`src/pcode_stack_machine_core_top_assert.svh`:
```
// Assertion macros shared by the stack machine core.
`ifndef PCODE_STACK_MACHINE_CORE_TOP_ASSERT_SVH
`define PCODE_STACK_MACHINE_CORE_TOP_ASSERT_SVH

`ifndef SYNTH
// Same-cycle implication, disabled while reset is asserted.
`define PCSM_ASSERT_IMP(lbl, ck, rstn, ante, cons, msg) \
    lbl: assert property (@(posedge ck) disable iff (!(rstn)) (ante) |-> (cons)) \
        else $error(msg);
// Next-cycle implication, disabled while reset is asserted.
`define PCSM_ASSERT_NXT(lbl, ck, rstn, ante, cons, msg) \
    lbl: assert property (@(posedge ck) disable iff (!(rstn)) (ante) |=> (cons)) \
        else $error(msg);
`else
`define PCSM_ASSERT_IMP(lbl, ck, rstn, ante, cons, msg)
`define PCSM_ASSERT_NXT(lbl, ck, rstn, ante, cons, msg)
`endif

`endif

```
`src/pcsm_pkg.sv`:
```
// Shared types and constants of the p-code stack machine core.
package pcsm_pkg;

    localparam int DATA_W      = 32;
    localparam int STACK_DEPTH = 4096;
    localparam int ADDR_W      = $clog2(STACK_DEPTH);
    localparam int TOP_W       = ADDR_W + 1;
    localparam int PC_W        = 11;
    localparam int OPD_W       = 11;
    localparam int LEV_W       = 2;
    localparam int FC_W        = 3;

    typedef enum logic [FC_W-1:0] {
        OP_LIT = 3'd0,
        OP_OPR = 3'd1,
        OP_LOD = 3'd2,
        OP_STO = 3'd3,
        OP_CAL = 3'd4,
        OP_INT = 3'd5,
        OP_JMP = 3'd6,
        OP_JPC = 3'd7
    } op_t;

    // Operator codes carried in the operand of OPR.
    localparam logic [OPD_W-1:0] OPR_RET = 11'd0;
    localparam logic [OPD_W-1:0] OPR_NEG = 11'd1;
    localparam logic [OPD_W-1:0] OPR_ADD = 11'd2;
    localparam logic [OPD_W-1:0] OPR_SUB = 11'd3;
    localparam logic [OPD_W-1:0] OPR_MUL = 11'd4;
    localparam logic [OPD_W-1:0] OPR_DIV = 11'd5;
    localparam logic [OPD_W-1:0] OPR_ODD = 11'd6;
    localparam logic [OPD_W-1:0] OPR_EQ  = 11'd8;
    localparam logic [OPD_W-1:0] OPR_NE  = 11'd9;
    localparam logic [OPD_W-1:0] OPR_LT  = 11'd10;
    localparam logic [OPD_W-1:0] OPR_GE  = 11'd11;
    localparam logic [OPD_W-1:0] OPR_GT  = 11'd12;
    localparam logic [OPD_W-1:0] OPR_LE  = 11'd13;

    typedef enum logic [1:0] {
        OC_RET,
        OC_UNARY,
        OC_BINARY,
        OC_NOP
    } opr_cls_t;

    typedef enum logic [1:0] {
        FAULT_NONE  = 2'd0,
        FAULT_DIV   = 2'd1,
        FAULT_RANGE = 2'd2
    } fault_t;

    typedef struct packed {
        op_t              fc;
        logic [LEV_W-1:0] lev;
        logic [OPD_W-1:0] opd;
        opr_cls_t         cls;
        logic             walk;
    } instr_t;

    typedef struct packed {
        logic clearing;
        logic busy;
    } back_status_t;

endpackage

```
`src/pcsm_front.sv`:
```
// Front end: accepts instructions, classifies them and queues them for execution.
module pcsm_front (
    input  logic                        clk,
    input  logic                        rst_n,
    input  logic                        in_valid,
    output logic                        in_ready,
    input  logic [pcsm_pkg::FC_W-1:0]   function_code,
    input  logic [pcsm_pkg::LEV_W-1:0]  level,
    input  logic [pcsm_pkg::OPD_W-1:0]  operand,
    output logic                        q_valid,
    output pcsm_pkg::instr_t            q_item,
    input  logic                        pop
);
    import pcsm_pkg::*;

    instr_t      entry_reg [2];
    logic        wr_ptr_reg, wr_ptr_next;
    logic        rd_ptr_reg, rd_ptr_next;
    logic [1:0]  count_reg, count_next;
    instr_t      decoded;
    logic        push;

    always_comb
    begin
        decoded.fc   = op_t'(function_code);
        decoded.lev  = level;
        decoded.opd  = operand;
        decoded.walk = 1'b0;
        unique case (operand) inside
            OPR_RET:                            decoded.cls = OC_RET;
            OPR_NEG, OPR_ODD:                   decoded.cls = OC_UNARY;
            [OPR_ADD:OPR_DIV], [OPR_EQ:OPR_LE]: decoded.cls = OC_BINARY;
            default:                            decoded.cls = OC_NOP;
        endcase
        unique case (decoded.fc) inside
            OP_LOD, OP_STO, OP_CAL: decoded.walk = 1'b1;
            default:                decoded.walk = 1'b0;
        endcase
    end

    assign in_ready = (count_reg != 2'd2);
    assign push     = in_valid && in_ready;
    assign q_valid  = (count_reg != 2'd0);
    assign q_item   = entry_reg[rd_ptr_reg];

    always_comb
    begin
        wr_ptr_next = wr_ptr_reg ^ push;
        rd_ptr_next = rd_ptr_reg ^ pop;
        count_next  = count_reg + {1'b0, push} - {1'b0, pop};
    end

    always_ff @(posedge clk or negedge rst_n)
    begin
        if (!rst_n)
        begin
            wr_ptr_reg <= 1'b0;
            rd_ptr_reg <= 1'b0;
            count_reg  <= 2'd0;
        end
        else
        begin
            wr_ptr_reg <= wr_ptr_next;
            rd_ptr_reg <= rd_ptr_next;
            count_reg  <= count_next;
        end
    end

    always_ff @(posedge clk)
    begin
        if (push)
        begin
            entry_reg[wr_ptr_reg] <= decoded;
        end
    end

endmodule

```
`config.mk`:
```
export PLATFORM = sky130hd
export DESIGN_NAME = pcsm_front
export DESIGN_NICKNAME = d
export VERILOG_FILES = /design/src/pcode_stack_machine_core_top_assert.svh /design/src/pcsm_pkg.sv /design/src/pcsm_front.sv
export SDC_FILE = /design/constraint.sdc
export NUM_CORES = 1
export LEC_CHECK = 0
export ABC_CLOCK_PERIOD_IN_PS = 3800
export BUFFER_PORTS_ARGS = -buffer_cell sky130_fd_sc_hd__buf_4
export CORE_ASPECT_RATIO = 0.6
export CORE_MARGIN = 5
export CORE_UTILIZATION = 40
export CTS_CLUSTER_SIZE = 16
export DETAILED_ROUTE_END_ITERATION = 12
export PLACE_DENSITY = 0.65
export SYNTH_ARGS = -nofsm -noshare
export SYNTH_HDL_FRONTEND = slang
export SYNTH_SLANG_ARGS = --single-unit
```
`constraint.sdc`:
```
create_clock -name clk -period 3.8 [get_ports clk]
set_input_delay 1.14 -clock clk [delete_from_list [all_inputs] [get_ports clk]]
set_output_delay 1.14 -clock clk [all_outputs]
set_load 0.05 [all_outputs]
```
==> impl_metrics.py, run 1 <==
metrics = {
    "clock_network": {
        "cts_tree": "built",
        "cts_resized": 0,
        "clk_pin_slew_worst_paths_ns": 0.07,
        "clk_latency_ns": 0.29,
        "post_cts_buffers": 0,
        "htree_levels": 2,
        "clock_path_buffers": 2,
        "cts_hold_buf": 0,
        "clock-sinks": 42,
        "cts_buffers": 5,
        "ctsRootBufferMaster": "clkbuf_8",
    },
    "routing": {
        "vias_per_cell": 4.74,
        "drtIter0Drc": 17,
        "drt_pass1_iterations": 3,
        "wl_mm": 2.72,
        "drt-wirelength-per-cell_um": 14.9,
        "drc": 0,
        "postRouteAntennaNets": 0,
        "dr_total_vias": 867,
    },
    "yosys": {
        "syn_area_um2": 1660,
        "ys_ff_latch": 42,
        "synth_cells": 87,
        "synth-async-reset-ratio_pct": 9.52,
        "syn_avg_cell_area_um2": 19.1,
        "yosys_warnings": 0,
        "syn_nets": 111,
        "synth_area_leader_cell": "edfxtp_1",
        "synth_edf_count": 38,
        "synth.top_cells.by_count": "edfxtp_1, mux2_2, mux2_1",
        "synth.area.top_cells": "edfxtp_1, mux2_2, dfrtp_1",
        "synth_ff_type": "edfxtp_1",
        "synth_top_area_share_pct": 68.8,
        "synth_most_common_cell": "edfxtp_1",
        "yosysUniqueCellTypes": 19,
        "ys_seq_area_share_pct": 74.8,
    },
    "global_routing": {
        "grt_remaining_overflow": 0,
        "grt_pass1_vias": 944,
        "grt_max_degree": 21,
        "grt_pass1_wl_mm": 4.44,
        "grt_util_all_layers_pct": 11.0,
        "antenna_found_initial": 0,
    },
    "floorplanning": {
        "rows": 18,
        "start_util_pct": 40.9,
        "die_width_um": 93.1,
        "dieHeight_um": 59.9,
        "die-area_um2": 5580,
        "core_area_um2": 4050,
        "io-pin-count": 41,
    },
    "worst_setup_path": {
        "r2r_cells": 4,
        "reg2reg_to": "entry_reg[1][4]",
        "path_class": "reg2out",
        "required_ns": 2.66,
        "cp_data_arrival_time_ns": 1.80,
        "cp_slowest_cell": "dfrtp_1",
        "crit_fanout": 20,
        "reg2reg_from": "count_reg[1]",
        "start_kind": "flip-flop",
        "endpoint_kind": "output port",
        "cp_cell_sequence": "mux2_2 -> buf_4",
        "critPathMaxStageDelay_ns": 0.90,
        "critPathBufInv": 1,
        "crit_family": "flip-flops",
        "reg2reg_slack_ns": 2.02,
    },
    "sta": {
        "max_freq_ghz": 0.340,
        "hold_viol_final": 0,
        "fin_crit_ns": 2.94,
        "grt_setup_unrepaired": "no",
        "final-max-slew-violation-count": 0,
        "period_share_pct": 77.4,
        "fin_hold_ws_ns": 0.498,
        "fin_tns_setup_ns": 0,
        "setup_viol": 0,
        "max_slew_margin_pct": 39.6,
        "skew_ns": 0.00315,
        "worst_slew_pin_slew_ns": 0.906,
    },
    "placed_design": {
        "io_buffer_count": 40,
        "place_hpwl_mm": 1.86,
        "place_congestion": 0.725,
    },
    "power_and_ir_drop": {
        "powerDensity_nw_per_um2": 834,
        "ir_drop_v": 0.000426,
        "p_leak_nw": 0.790,
    },
    "status": {
        "status": "finished, final reports clean",
    },
    "final_layout": {
        "nNetsFinal": 156,
        "n_fill_cell": 356,
        "largest_reg_flops": 38,
        "seq_area_um2": 1240,
        "drive_gt1_share_pct": 46.6,
        "multiInputGateArea_um2": 393,
        "n_antenna_cell": 0,
        "area.growth.synth_to_final_pct": 26.1,
    },
    "worst_hold_path": {
        "holdPathEnd": "count_reg[1]",
        "holdCritStartpoint": "count_reg[1]",
        "hp-class": "reg2reg",
        "holdPathStages": 1,
    },
    "flow_run": {
        "drv_cap": 0,
    },
}
through the flow:
step	cell area, um^2	power, W	worst slack, ns	util, %	cells
4_1_cts	2090	0.00177	0.832	51.6	183
3_5_place_dp	2010	0.00150	1.16	49.6	175
6_report	2090	0.00174	0.858	51.6	183
2_1_floorplan	1660	0.00128	1.60	-	87
5_1_grt	2090	0.00184	0.757	51.6	183
3_3_place_gp	2010	0.00149	1.17	49.6	175
routing by layer:
| layer | vias up | share of wire (%) | track usage (%) |
|---|---|---|---|
| met3 | 7 | 7.8 | 4.78 |
| met2 | 31 | 43 | 16.9 |
| met1 | 414 | 48 | 13.5 |
| met4 | 0 | 1.7 | 5.64 |
| li1 | 415 | - | - |
| met5 | - | 0 | 0 |
layout make-up:
class	count	share of cell area, %
inverter	4	0.718
clock inverter	1	0.179
clock buffer	7	3.65
timing repair buffer	40	14.4
sequential	42	59.3
tap	50	2.99
multi-input combinational	39	18.8
kinds of logic (layout without fill, tap and decap cells):
| logic type | after synthesis | in the layout | synth area share, % |
|---|---|---|---|
| buffers and inverters | 6 | 52 | 1.51 |
| multiplexers | 20 | 20 | 13.5 |
| flip-flops | 42 | 42 | 74.8 |
| AO/OA/AOI/OAI | 2 | 2 | 0.603 |
| adder cells (fa/ha/maj) | 4 | 4 | 3.02 |
| AND/OR/NAND/NOR | 10 | 10 | 4.98 |
| XOR/XNOR | 3 | 3 | 1.58 |
how the worst max path moves through the flow:
stage                          start         endpoint  cells past startpoint
after floorplan             in_valid  entry_reg[1][0]                      3
after global placement    rd_ptr_reg       q_item[10]                      2
after detailed placement  rd_ptr_reg        q_item[1]                      2
after CTS                 rd_ptr_reg        q_item[1]                      2
after global routing      rd_ptr_reg       q_item[16]                      2
final                     rd_ptr_reg        q_item[2]                      2
layout by cell type, fill, tap and decap left out:
| cell type | count |
|---|---|
| clkinv_1 | 1 |
| inv_1 | 4 |
| o21ai_0 | 1 |
| clkbuf_8 | 5 |
| nor4b_1 | 1 |
| buf_4 | 40 |
| dfrtp_1 | 4 |
| clkbuf_1 | 2 |
| nand3b_1 | 2 |
| or4_4 | 1 |
| xor2_1 | 1 |
| a21oi_1 | 1 |
| nand2_1 | 2 |
| mux2_1 | 5 |
| xnor2_1 | 2 |
| or2_2 | 1 |
| mux2i_1 | 1 |
| nand2b_1 | 2 |
| edfxtp_1 | 38 |
| nor4_4 | 1 |
| mux2_2 | 14 |
| ha_1 | 4 |
report_power, final:
| part | total, W | leakage, nW | internal (W) | switching (W) |
|---|---|---|---|---|
| combinational | 0.000777 | 0.354 | 0.000265 | 0.000512 |
| clock | 0.000263 | 0.0399 | 0.000128 | 0.000135 |
| sequential | 0.000705 | 0.396 | 0.000636 | 0.0000684 |
(Power assumes the default switching activity.)
==> inputs of run 2 (changes only) <==
ABC_AREA = 1   (was not set)
ABC_CLOCK_PERIOD_IN_PS = 2900   (was 3800)
PLACE_DENSITY = 0.64   (was 0.65)
clock period = 2.9 ns   (was 3.8 ns; I/O delays follow)
==> impl_metrics.py, run 2 <==
metrics = {
    "worst_setup_path": {
        "reg2reg_to": "count_reg[1]",
        "crit_family": "buffers and inverters",
        "crit_fanout": 10,
        "cpMostUsedCell": "buf_4",
        "cp_slowest_cell": "dfrtp_1",
        "critPathMaxStageDelay_ns": 0.36,
        "cp_cell_sequence": "buf_4 -> mux2_4 -> buf_4",
        "required_ns": 2.03,
        "path_class": "reg2out",
        "endpoint_kind": "output port",
        "start_kind": "flip-flop",
        "startpoint": "rd_ptr_reg",
        "critical_path_depth": 3,
        "r2r_cells": 8,
        "cp_data_arrival_time_ns": 1.39,
        "critPathBufInv": 2,
        "reg2reg_slack_ns": 1.42,
        "reg2reg_from": "count_reg[1]",
        "endpoint": "q_item[13]",
    },
    "yosys": {
        "synth_top_area_share_pct": 64.2,
        "syn_nets": 132,
        "synth_ff_type": "edfxtp_1",
        "synth_edf_count": 38,
        "syn_avg_cell_area_um2": 16.5,
        "yosysUniqueCellTypes": 13,
        "synth_area_leader_cell": "edfxtp_1",
        "synth_cells": 108,
        "yosys_warnings": 0,
        "ys_seq_area_share_pct": 69.9,
        "synth.area.top_cells": "edfxtp_1, mux2_4, dfrtp_1",
        "synth.top_cells.by_count": "edfxtp_1, mux2_4, nor2_1, inv_1, nand2_1",
        "synth-async-reset-ratio_pct": 9.52,
        "syn_area_um2": 1780,
        "ys_ff_latch": 42,
        "synth_most_common_cell": "edfxtp_1",
    },
    "final_layout": {
        "seq_area_um2": 1240,
        "layout_commonest_cell": "buf_4",
        "multiInputGateArea_um2": 472,
        "n_fill_cell": 365,
        "fin_util_pct": 53.6,
        "drive_gt1_share_pct": 44.3,
        "nNetsFinal": 181,
        "n_antenna_cell": 0,
        "largest_reg_flops": 38,
        "area.growth.synth_to_final_pct": 26.3,
        "final_cell_mix": "buf_4, edfxtp_1, mux2_4",
    },
    "clock_network": {
        "htree_levels": 2,
        "cts_hold_buf": 0,
        "clock-sinks": 42,
        "ctsRootBufferMaster": "clkbuf_8",
        "cts_resized": 0,
        "clk_latency_ns": 0.28,
        "cts_buffers": 5,
        "clk_pin_slew_worst_paths_ns": 0.07,
        "clock_path_buffers": 2,
        "cts_tree": "built",
        "post_cts_buffers": 0,
    },
    "sta": {
        "fin_crit_ns": 2.26,
        "final-max-slew-violation-count": 0,
        "worst_slew_pin_slew_ns": 0.278,
        "max_slew_margin_pct": 81.5,
        "setup_viol": 0,
        "max_freq_ghz": 0.442,
        "period_share_pct": 78.0,
        "fin_tns_setup_ns": 0,
        "fin_hold_ws_ns": 0.370,
        "grt_setup_unrepaired": "no",
        "hold_viol_final": 0,
        "skew_ns": 0.00298,
    },
    "floorplanning": {
        "dieHeight_um": 61.6,
        "die-area_um2": 5920,
        "die_width_um": 96.0,
        "io-pin-count": 41,
        "core_area_um2": 4190,
        "start_util_pct": 42.4,
        "rows": 18,
    },
    "power_and_ir_drop": {
        "pwr-share-seq_pct": 35.8,
        "powerDensity_nw_per_um2": 1090,
        "p_leak_nw": 0.959,
        "ir_drop_v": 0.000439,
        "p_int_w": 0.00144,
        "power.switching_w": 0.000995,
        "comb_power_share_pct": 49.9,
        "power_frac_clock_pct": 14.4,
        "switching_share_pct": 40.8,
    },
    "placed_design": {
        "place_congestion": 0.701,
        "io_buffer_count": 40,
        "place_hpwl_mm": 2.14,
    },
    "routing": {
        "drc": 0,
        "dr_total_vias": 954,
        "postRouteAntennaNets": 0,
        "drt_pass1_iterations": 3,
        "drt-wirelength-per-cell_um": 13.3,
        "vias_per_cell": 4.38,
        "drtIter0Drc": 32,
        "wl_mm": 2.90,
    },
    "global_routing": {
        "met1_usage_pct": 13.5,
        "grt_max_degree": 20,
        "grtUsageMet2_pct": 17.6,
        "antenna_found_initial": 0,
        "busiest_layer": "met2",
        "grt_util_all_layers_pct": 10.7,
        "gr-usage-met3_pct": 4.40,
        "grt_remaining_overflow": 0,
        "grt_pass1_wl_mm": 4.64,
        "grt_pass1_vias": 1004,
    },
    "flow_run": {
        "drv_cap": 0,
    },
    "worst_hold_path": {
        "hp-class": "in2async",
    },
    "status": {
        "status": "finished, final reports clean",
    },
}
## run 2: per-layer routing
layer	vias up	wire (um)
met3	0	257
met2	25	1390
met1	454	1250
met5	-	0
met4	0	0
li1	475	-
## run 2: power groups by stage
stage	clock, W	combinational (W)	sequential (W)
after detailed placement	0	0.00123	0.000887
after global routing	0.000388	0.00128	0.000890
after global placement	0	0.00121	0.000879
after floorplan	0	0.000936	0.000878
after CTS	0.000366	0.00123	0.000874
final	0.000350	0.00122	0.000872
## run 2: cells by family after synthesis
logic type / share of synthesized area [%]
flip-flops: 69.9
AND/OR/NAND/NOR: 4.79
multiplexers: 16.1
buffers and inverters: 3.59
AO/OA/AOI/OAI: 1.41
adder cells (fa/ha/maj): 2.82
XOR/XNOR: 1.48
## run 2: worst min path at each step
| stage | slack [ns] | startpoint | end | cells past startpoint |
|---|---|---|---|---|
| finish | 0.37 | rst_n | count_reg[0] | 1 |
| floorplan | 0.48 | count_reg[0] | count_reg[0] | 1 |
| global route | 0.35 | rst_n | count_reg[0] | 1 |
| detailed placement | 0.51 | count_reg[0] | count_reg[0] | 1 |
| global placement | 0.49 | count_reg[0] | count_reg[0] | 1 |
| CTS | 0.36 | rst_n | rd_ptr_reg | 1 |
## run 2: area by class of cell
class / count / share of cell area, %
sequential: 42 / 55.3
multi-input combinational: 53 / 21.0
timing repair buffer: 44 / 14.7
tap: 60 / 3.34
clock buffer: 5 / 3.07
inverter: 11 / 1.84
clock inverter: 3 / 0.725
## run 2: worst register-to-register path, delay by kind of cell, from the launching register on
kind / cells / cell delay (ns)
flip-flops: 1 / 0.40
XOR/XNOR: 1 / 0.15
buffers and inverters: 1 / 0.04
adder cells (fa/ha/maj): 2 / 0.48
AND/OR/NAND/NOR: 4 / 0.32
## run 2: per-stage QoR
stage          setup slack (ns)  power (W)  instance area (um^2)  std cells
2_1_floorplan             0.957    0.00181                  1780        108
3_3_place_gp              0.958    0.00209                  2160        210
3_5_place_dp              0.931    0.00212                  2160        210
4_1_cts                   0.606    0.00247                  2240        218
5_1_grt                   0.558    0.00256                  2240        218
6_report                  0.637    0.00244                  2240        218
